`config.mk`:
```
export PLATFORM = sky130hd
export DESIGN_NAME = elevator_scan_controller_top
export DESIGN_NICKNAME = d
export VERILOG_FILES = /design/src/sv/esc_pkg.sv /design/src/sv/elevator_scan_controller_top.sv
export SDC_FILE = /design/constraint.sdc
export NUM_CORES = 1
export LEC_CHECK = 0
export BUFFER_PORTS_ARGS = -buffer_cell sky130_fd_sc_hd__buf_2
export CORE_ASPECT_RATIO = 1.25
export CORE_MARGIN = 2
export CORE_UTILIZATION = 55
export DETAILED_ROUTE_END_ITERATION = 8
export GPL_TIMING_DRIVEN = 0
export PLACE_DENSITY = 0.78
export RECOVER_POWER = 25
export SETUP_SLACK_MARGIN = 0.1
export SLEW_MARGIN = 20
export SYNTH_ARGS = -nofsm -noshare
export SYNTH_HDL_FRONTEND = slang
export SYNTH_SLANG_ARGS = --single-unit
```
`constraint.sdc`:
```
create_clock -name clk_i -period 8.53 [get_ports clk_i]
set_input_delay 0.853 -clock clk_i [delete_from_list [all_inputs] [get_ports clk_i]]
set_output_delay 0.853 -clock clk_i [all_outputs]
set_load 0.005 [all_outputs]
```
`src/sv/esc_pkg.sv`:
```
// Shared types and constants for the elevator scan controller.
package esc_pkg;

  localparam int unsigned FLOORS = 8;
  localparam int unsigned FLOOR_W = 3;

  localparam logic [7:0] DOOR_TICKS_RST = 8'd10;
  localparam logic [7:0] TRAVEL_TICKS_RST = 8'd5;

  // Register index as decoded from paddr[2].
  localparam logic REG_DOOR_TICKS = 1'b0;
  localparam logic REG_TRAVEL_TICKS = 1'b1;

  typedef enum logic {
    OP_PRESS = 1'b0,
    OP_TICK  = 1'b1
  } op_e;

  typedef enum logic [1:0] {
    MODE_IDLE = 2'd0,
    MODE_MOVE = 2'd1,
    MODE_DOOR = 2'd2
  } mode_e;

  typedef struct packed {
    logic               operation;
    logic [FLOOR_W-1:0] floor;
  } in_word_t;

  typedef struct packed {
    logic [FLOOR_W-1:0] car_floor;
    logic [FLOOR_W-1:0] target_floor;
    logic               heading;
    logic [1:0]         mode;
    logic [FLOORS-1:0]  pending_mask;
    logic               served;
    logic [31:0]        wait_ticks;
  } out_word_t;

endpackage

```
`src/sv/elevator_scan_controller_top.sv`:
```
// Single-car elevator controller with SCAN policy, one word per cycle while the result is not stalled.
//
//   channel | direction | handshake              | payload
//   --------+-----------+------------------------+--------------------
//   in      | input     | in_valid_i, in_stall_o   | in_word_i  (press or tick)
//   out     | output    | out_valid_o, out_stall_i | out_word_o (car state)
//   cfg     | input     | psel/penable/pwrite      | paddr, pwdata, prdata
//
// An input word is registered, then the whole state update runs combinationally
// into the state registers and the result register: the result word passes through
// the input register and then the result register, one word per cycle while unstalled.
// Reset clears all car state, press stamps and valid flags, and loads the configuration defaults.
// in_stall_o rises only while both the input and the result register are full
// and the result is stalled; the stalled word then waits in the input register.
module elevator_scan_controller_top (
  input  logic                 clk_i,
  input  logic                 rst_ni,
  input  logic                 in_valid_i,
  output logic                 in_stall_o,
  input  esc_pkg::in_word_t    in_word_i,
  output logic                 out_valid_o,
  input  logic                 out_stall_i,
  output esc_pkg::out_word_t   out_word_o,
  input  logic                 psel,
  input  logic                 penable,
  input  logic                 pwrite,
  input  logic [2:0]           paddr,
  input  logic [31:0]          pwdata,
  output logic [31:0]          prdata,
  output logic                 pready
);

  localparam int unsigned FW = esc_pkg::FLOORS;
  localparam int unsigned PW = esc_pkg::FLOOR_W;

  // Configuration registers.
  logic [7:0] door_ticks_q, travel_ticks_q;

  // Pipeline registers.
  logic               in_valid_q;
  esc_pkg::in_word_t  in_word_q;
  logic               out_valid_q;
  esc_pkg::out_word_t out_word_q, out_word_d;

  // Car state.
  esc_pkg::mode_e mode_q, mode_d;
  logic [PW-1:0]  pos_q, pos_d;
  logic [PW-1:0]  dest_q, dest_d;
  logic           down_q, down_d;
  logic [7:0]     phase_q, phase_d;
  logic [FW-1:0]  req_q, req_d;
  logic [FW-1:0]  snap_q, snap_d;
  logic [31:0]    stamp_q [FW];
  logic [31:0]    clock_q, clock_d;

  logic           out_load;
  logic           work;
  logic           stamp_we;
  logic [PW-1:0]  stamp_waddr;

  assign pready = 1'b1;

  always_comb begin
    unique case (paddr[2])
      esc_pkg::REG_DOOR_TICKS:   prdata = {24'd0, door_ticks_q};
      esc_pkg::REG_TRAVEL_TICKS: prdata = {24'd0, travel_ticks_q};
      default:                   prdata = '0;
    endcase
  end

  always_ff @(posedge clk_i or negedge rst_ni) begin
    if (!rst_ni) begin
      door_ticks_q   <= esc_pkg::DOOR_TICKS_RST;
      travel_ticks_q <= esc_pkg::TRAVEL_TICKS_RST;
    end else if (psel && penable && pwrite && pready) begin
      unique case (paddr[2])
        esc_pkg::REG_DOOR_TICKS:   door_ticks_q <= pwdata[7:0];
        esc_pkg::REG_TRAVEL_TICKS: travel_ticks_q <= pwdata[7:0];
        default: ;
      endcase
    end
  end

  // Handshake: the result register loads when empty or drained this cycle.
  assign out_load    = !out_valid_q || !out_stall_i;
  assign work        = in_valid_q && out_load;
  assign in_stall_o  = in_valid_q && !out_load;
  assign out_valid_o = out_valid_q;
  assign out_word_o  = out_word_q;

  always_ff @(posedge clk_i or negedge rst_ni) begin
    if (!rst_ni) begin
      in_valid_q <= 1'b0;
    end else if (!in_stall_o) begin
      in_valid_q <= in_valid_i;
    end
  end

  always_ff @(posedge clk_i) begin
    if (in_valid_i && !in_stall_o) begin
      in_word_q <= in_word_i;
    end
  end

  always_ff @(posedge clk_i or negedge rst_ni) begin
    if (!rst_ni) begin
      out_valid_q <= 1'b0;
    end else if (out_load) begin
      out_valid_q <= in_valid_q;
    end
  end

  always_ff @(posedge clk_i) begin
    if (work) begin
      out_word_q <= out_word_d;
    end
  end

  // Next-state logic for one word.
  always_comb begin
    logic [7:0]    ph;
    logic          run;
    logic [FW-1:0] here, below, above, up_req, dn_req;
    logic          go;
    logic          served;
    logic [31:0]   wait_v;

    mode_d      = mode_q;
    pos_d       = pos_q;
    dest_d      = dest_q;
    down_d      = down_q;
    phase_d     = phase_q;
    req_d       = req_q;
    snap_d      = snap_q;
    clock_d     = clock_q;
    stamp_we    = 1'b0;
    stamp_waddr = in_word_q.floor;
    ph          = phase_q + 8'd1;
    run         = 1'b0;
    go          = 1'b0;
    served      = 1'b0;
    wait_v      = '0;
    here        = '0;
    below       = '0;
    above       = '0;
    up_req      = '0;
    dn_req      = '0;

    if (in_word_q.operation == esc_pkg::OP_PRESS) begin
      req_d[in_word_q.floor] = 1'b1;
      stamp_we               = 1'b1;
    end else begin
      unique case (mode_q)
        esc_pkg::MODE_MOVE: begin
          phase_d = ph;
          if (ph >= travel_ticks_q) begin
            pos_d  = dest_q;
            mode_d = esc_pkg::MODE_IDLE;
            run    = 1'b1;
          end
        end
        esc_pkg::MODE_DOOR: begin
          phase_d = ph;
          if (ph >= door_ticks_q) begin
            snap_d = req_q;
            mode_d = esc_pkg::MODE_IDLE;
            run    = 1'b1;
          end
        end
        default: begin
          snap_d = req_q;
          run    = 1'b1;
        end
      endcase

      if (run) begin
        here   = FW'(1) << pos_d;
        below  = here - FW'(1);
        above  = ~(below | here);
        up_req = snap_d & above;
        dn_req = snap_d & below;
        if ((snap_d & here) != '0) begin
          mode_d  = esc_pkg::MODE_DOOR;
          phase_d = '0;
          req_d   = req_q & ~here;
          snap_d  = snap_d & ~here;
          served  = 1'b1;
          wait_v  = clock_q - stamp_q[pos_d];
        end else begin
          // Keep heading while requests lie ahead, else turn around.
          if (!down_q) begin
            if (up_req != '0) begin
              go = 1'b1;
            end else if (dn_req != '0) begin
              down_d = 1'b1;
              go     = 1'b1;
            end
          end else begin
            if (dn_req != '0) begin
              go = 1'b1;
            end else if (up_req != '0) begin
              down_d = 1'b0;
              go     = 1'b1;
            end
          end
          if (go) begin
            snap_d  = req_q;
            phase_d = '0;
            mode_d  = esc_pkg::MODE_MOVE;
            if (down_d) begin
              dest_d = (pos_d != '0) ? pos_d - PW'(1) : '0;
            end else begin
              dest_d = (pos_d != PW'(FW - 1)) ? pos_d + PW'(1) : pos_d;
            end
          end else begin
            mode_d = esc_pkg::MODE_IDLE;
          end
        end
      end
      clock_d = clock_q + 32'd1;
    end

    out_word_d.car_floor    = pos_d;
    out_word_d.target_floor = dest_d;
    out_word_d.heading      = down_d;
    out_word_d.mode         = mode_d;
    out_word_d.pending_mask = req_d;
    out_word_d.served       = served;
    out_word_d.wait_ticks   = wait_v;
  end

  always_ff @(posedge clk_i or negedge rst_ni) begin
    if (!rst_ni) begin
      mode_q  <= esc_pkg::MODE_IDLE;
      pos_q   <= '0;
      dest_q  <= '0;
      down_q  <= 1'b0;
      phase_q <= '0;
      req_q   <= '0;
      snap_q  <= '0;
      clock_q <= '0;
      for (int i = 0; i < FW; i++) begin
        stamp_q[i] <= '0;
      end
    end else if (work) begin
      mode_q  <= mode_d;
      pos_q   <= pos_d;
      dest_q  <= dest_d;
      down_q  <= down_d;
      phase_q <= phase_d;
      req_q   <= req_d;
      snap_q  <= snap_d;
      clock_q <= clock_d;
      if (stamp_we) begin
        stamp_q[stamp_waddr] <= clock_q;
      end
    end
  end

`ifndef ASSERT_OFF
  // A served word always shows the door open.
  a_served_door: assert property (@(posedge clk_i) disable iff (!rst_ni)
    out_valid_o && out_word_o.served |-> out_word_o.mode == esc_pkg::MODE_DOOR)
    else $error("served word without door open");

  // A wait time is reported only with a served word.
  a_wait_served: assert property (@(posedge clk_i) disable iff (!rst_ni)
    out_valid_o && !out_word_o.served |-> out_word_o.wait_ticks == '0)
    else $error("wait time without service");

  // A move never covers more than one floor.
  a_one_floor: assert property (@(posedge clk_i) disable iff (!rst_ni)
    mode_q == esc_pkg::MODE_MOVE |->
      (dest_q == pos_q || dest_q == pos_q + PW'(1) || dest_q + PW'(1) == pos_q))
    else $error("move spans more than one floor");
`endif

endmodule
```
==> metrics.md <==
| Metric | Value |
|---|---|
| Status | finished, violations left |
| Failing checks | capacitance limit, slew limit |
| Reg2reg setup slack | 0.27 ns |
| Row cnt | 79 |
| Overall routed net length | 58200 um |
| Endpoints failing hold | 0 |
| CTS tree | done |
| Placer Congestion | 0.977 |
| DR WL/cell | 22.4 um |
| Crit path launch type | flop |
| Slew @ Worst Pin | 4.27 ns |
| Fill count | 2956 |
| Fmax | 0.121 GHz |
| Inserted Diodes | 0 |
| H-tree levels | 2 |
| P per Cell Area | 314 nW/um2 |
| Antenna violations before repair | 0 |
| Overall Power | 7.22 mW |
| Die area | 38800 um2 |
| Layout area overhead | 12.0% |
| VDD IR-drop max | 0.220 mV |
| Clock latency on the worst-skew pair | 0.55 ns |
| Hold-fix buffers, CTS | 0 |
| # Post-CTS Setup Buffers | 0 |
| Router iterations before antenna repair | 7 |
| Final Max Slew Viols | 149 |
| Top post-synthesis cells by area | dfrtp_1, mux2_2, edfxtp_1 |
| CTS root buf | clkbuf_16 |
| Crit-path max FO | 12 |
| R2R depth | 24 |
| DP HPWL | 40600 um |
| RR Startpoint | phase_q[0] |
| Total CTS buffers | 40 |
| Initial DRC count | 1627 |
| Die X-Extent | 177 um |
| Unrepaired setup endpoints after global routing | true |
| Synth Area per Inst | 10.6 um2 |
| Rel. slew slack | -185% |
| Post-place setup slack | -0.0282 ns |
| Final period util | 96.9% |
| CTS sink count | 393 |
| CP Data Required Time | 8.95 ns |
| Clock Pin Slew Worst Setup and Hold Paths | 0.06 ns |
| Adder-Cell Fraction of Synth Area | 4.00% |
| I/O Buffers | 78 |
| Area occupied by multi-input gates | 9660 um2 |
| Placeable core area | 37000 um2 |
| CTS Buffer Depth | 3 |
| CP startpoint | phase_q[0] |
| Synth Flop Type | dfrtp_1 |
| Drc violations | 0 |
| Kind of critical path | flop to flop |
| Reg area | 10100 um2 |
| Global-route usage over all layers | 30.4% |
| Most frequent cell after synthesis | nand2_1 |
| ANT nets after route | 0 |
| Starting Density | 55.5% |
| Synth top area share | 40.9% |
| Max Cap Violations | 2 |
| Routed vias | 16000 |
| Mapped Area | 20500 um2 |
| Hold Path Class | input pin to flop |
| CP Capture Type | flop |
| Leading area contributor after synthesis | dfrtp_1 |
| Final min period | 8.26 ns |
| Worst setup endpoint | snap_q[7] |
| Chip height | 220 um |
| Io pins | 131 |
| Cell Area, Placed | 21700 um2 |
| Largest net degree at the start of global routing | 98 |
| Number of global-route vias before repair | 16300 |
| Fin worst setup slack | 0.268 ns |
| Async SR Flop Fraction | 86.3% |
| Commonest cells in the netlist | nand2_1, dfrtp_1, mux2_2 |
| Critical path data arrival time | 8.68 ns |
| Final core occ | 62.1% |
| Number of synthesized flops with an enable pin | 54 |
| Final nets | 2196 |
| FF-to-FF End | snap_q[7] |
| Largest family of logic cells by synthesized area | multiplexers |
| Synth Warn # | 0 |
| Syn Inst Count | 1939 |
| Post-synthesis xor/xnor area fraction | 2.73% |
| Worst hold path depth | 1 |
| Compound-Gate Fraction of Synth Area | 10.8% |
| First-pass GRT wire length | 90000 um |
| Final setup viols | 0 |
| Total grt overflow | 0 |
| Mux contribution to synthesized area | 14.7% |
| Ratio of cells with drive above 1 in the final layout | 22.7% |
| Sequential element share of the synthesized area | 49.3% |
| Post-Synth Simple-Gate Area | 14.3% |
| Via/cell ratio | 6.15 |
| Distinct cell type count after synthesis | 89 |
| Fin area | 23000 um2 |
| Post-cts sizing count | 1 |
| Synth Register Bits | 393 |
| Clock Skews | 0.0196 ns |
| Pleak | 10.6 nW |
==> cells in the final DEF, fill, tap and decap left out, drive strengths merged, types with 25 or more instances in the layout <==
master and instances:
edfxtp 54, o21ai 55, nor2 84, buf 124, clkbuf 161, xnor2 35
ha 64, nand3 102, nand2 359, inv 42, conb 25, a311oi 31
mux2 258, xor2 29, and3 41, a31oi 46, dfrtp 335, a21oi 42
==> sequential cells by signal, indices dropped and copies added, names as in the netlist <==
| signal | count |
|---|---|
| stamp_q | 256 |
| out_word_o | 50 |
| clock_q | 32 |
| door_ticks_q | 8 |
| phase_q | 8 |
| req_q | 8 |
| snap_q | 8 |
| travel_ticks_q | 8 |
| dest_q | 3 |
| pos_q | 3 |
| stamp_waddr | 3 |
| mode_q | 2 |
| down_q | 1 |
| in_valid_q | 1 |
| in_word_q | 1 |
| out_valid_o | 1 |
==> layer usage <==
layer | track usage (%) | vias to the layer above | share of wire, %
met1 | 35.7 | 7868 | 37
met2 | 51.7 | 735 | 49
met3 | 4.23 | 269 | 6.7
li1 | - | 7124 | -
met5 | 0 | - | 0
met4 | 20.6 | 0 | 7.3
==> how the worst min path moves through the flow <==
stage                      start         endpoint  slack, ns
finish              in_word_i[1]   stamp_waddr[1]       0.48
global route        in_word_i[2]   stamp_waddr[2]       0.47
CTS                       rst_ni  door_ticks_q[0]       0.29
detailed placement   stamp_q[65]      stamp_q[65]       0.47
global placement    stamp_q[128]     stamp_q[128]       0.46
floorplan           stamp_q[107]     stamp_q[107]       0.45
==> logic make-up after synthesis <==
family,Yosys count
AOI/OAI and AO/OA,302
and+or+nand+nor,657
adders and majority gates,65
other,2
xor gates and xnor gates,64
DFF,393
muxes,266
buffers and inverters,190
==> power by group <==
group	internal [mW]	switching [mW]
Combinational	1.20	1.94
Clock	1.02	0.739
Sequential	2.15	0.167
==> final cells by class <==
class / count / area share (%)
sequential: 393 / 44.0
inverter: 41 / 0.681
multi-input combinational: 1379 / 42.1
tap: 486 / 2.65
timing repair buffer: 81 / 1.95
buffer: 149 / 2.98
clock buffer: 55 / 4.96
clock inverter: 15 / 0.670
==> through the flow <==
stage,TNS (ns),hold slack [ns],std cells
floorplan,0,0.450,1962
detailed placement,-0.0356,0.471,2529
global route,0,0.474,2599
CTS,0,0.292,2599
finish,0,0.483,2599
global placement,-0.164,0.461,2526
==> worst max-delay path, stage by stage (launching register included) <==
cell and delay (ns):
dfrtp_1 0.45, and3_1 0.27, and3_1 0.26, nand3_1 0.11, xnor2_1 0.18, ha_1 0.32
and4_1 0.21, nand2_1 0.09, o32ai_4 0.55, mux2_2 0.48, inv_1 0.14, clkbuf_1 0.54
clkbuf_2 0.48, ha_1 0.21, clkbuf_1 0.55, o2111ai_2 0.49, ha_1 0.39, a222oi_1 0.32
nand3_1 0.12, a22oi_1 0.35, buf_4 0.24, nor3b_4 0.53, o21bai_2 0.21, a22o_1 0.27
a221o_1 0.34
No activity file was read; power rests on OpenSTA's default activity.
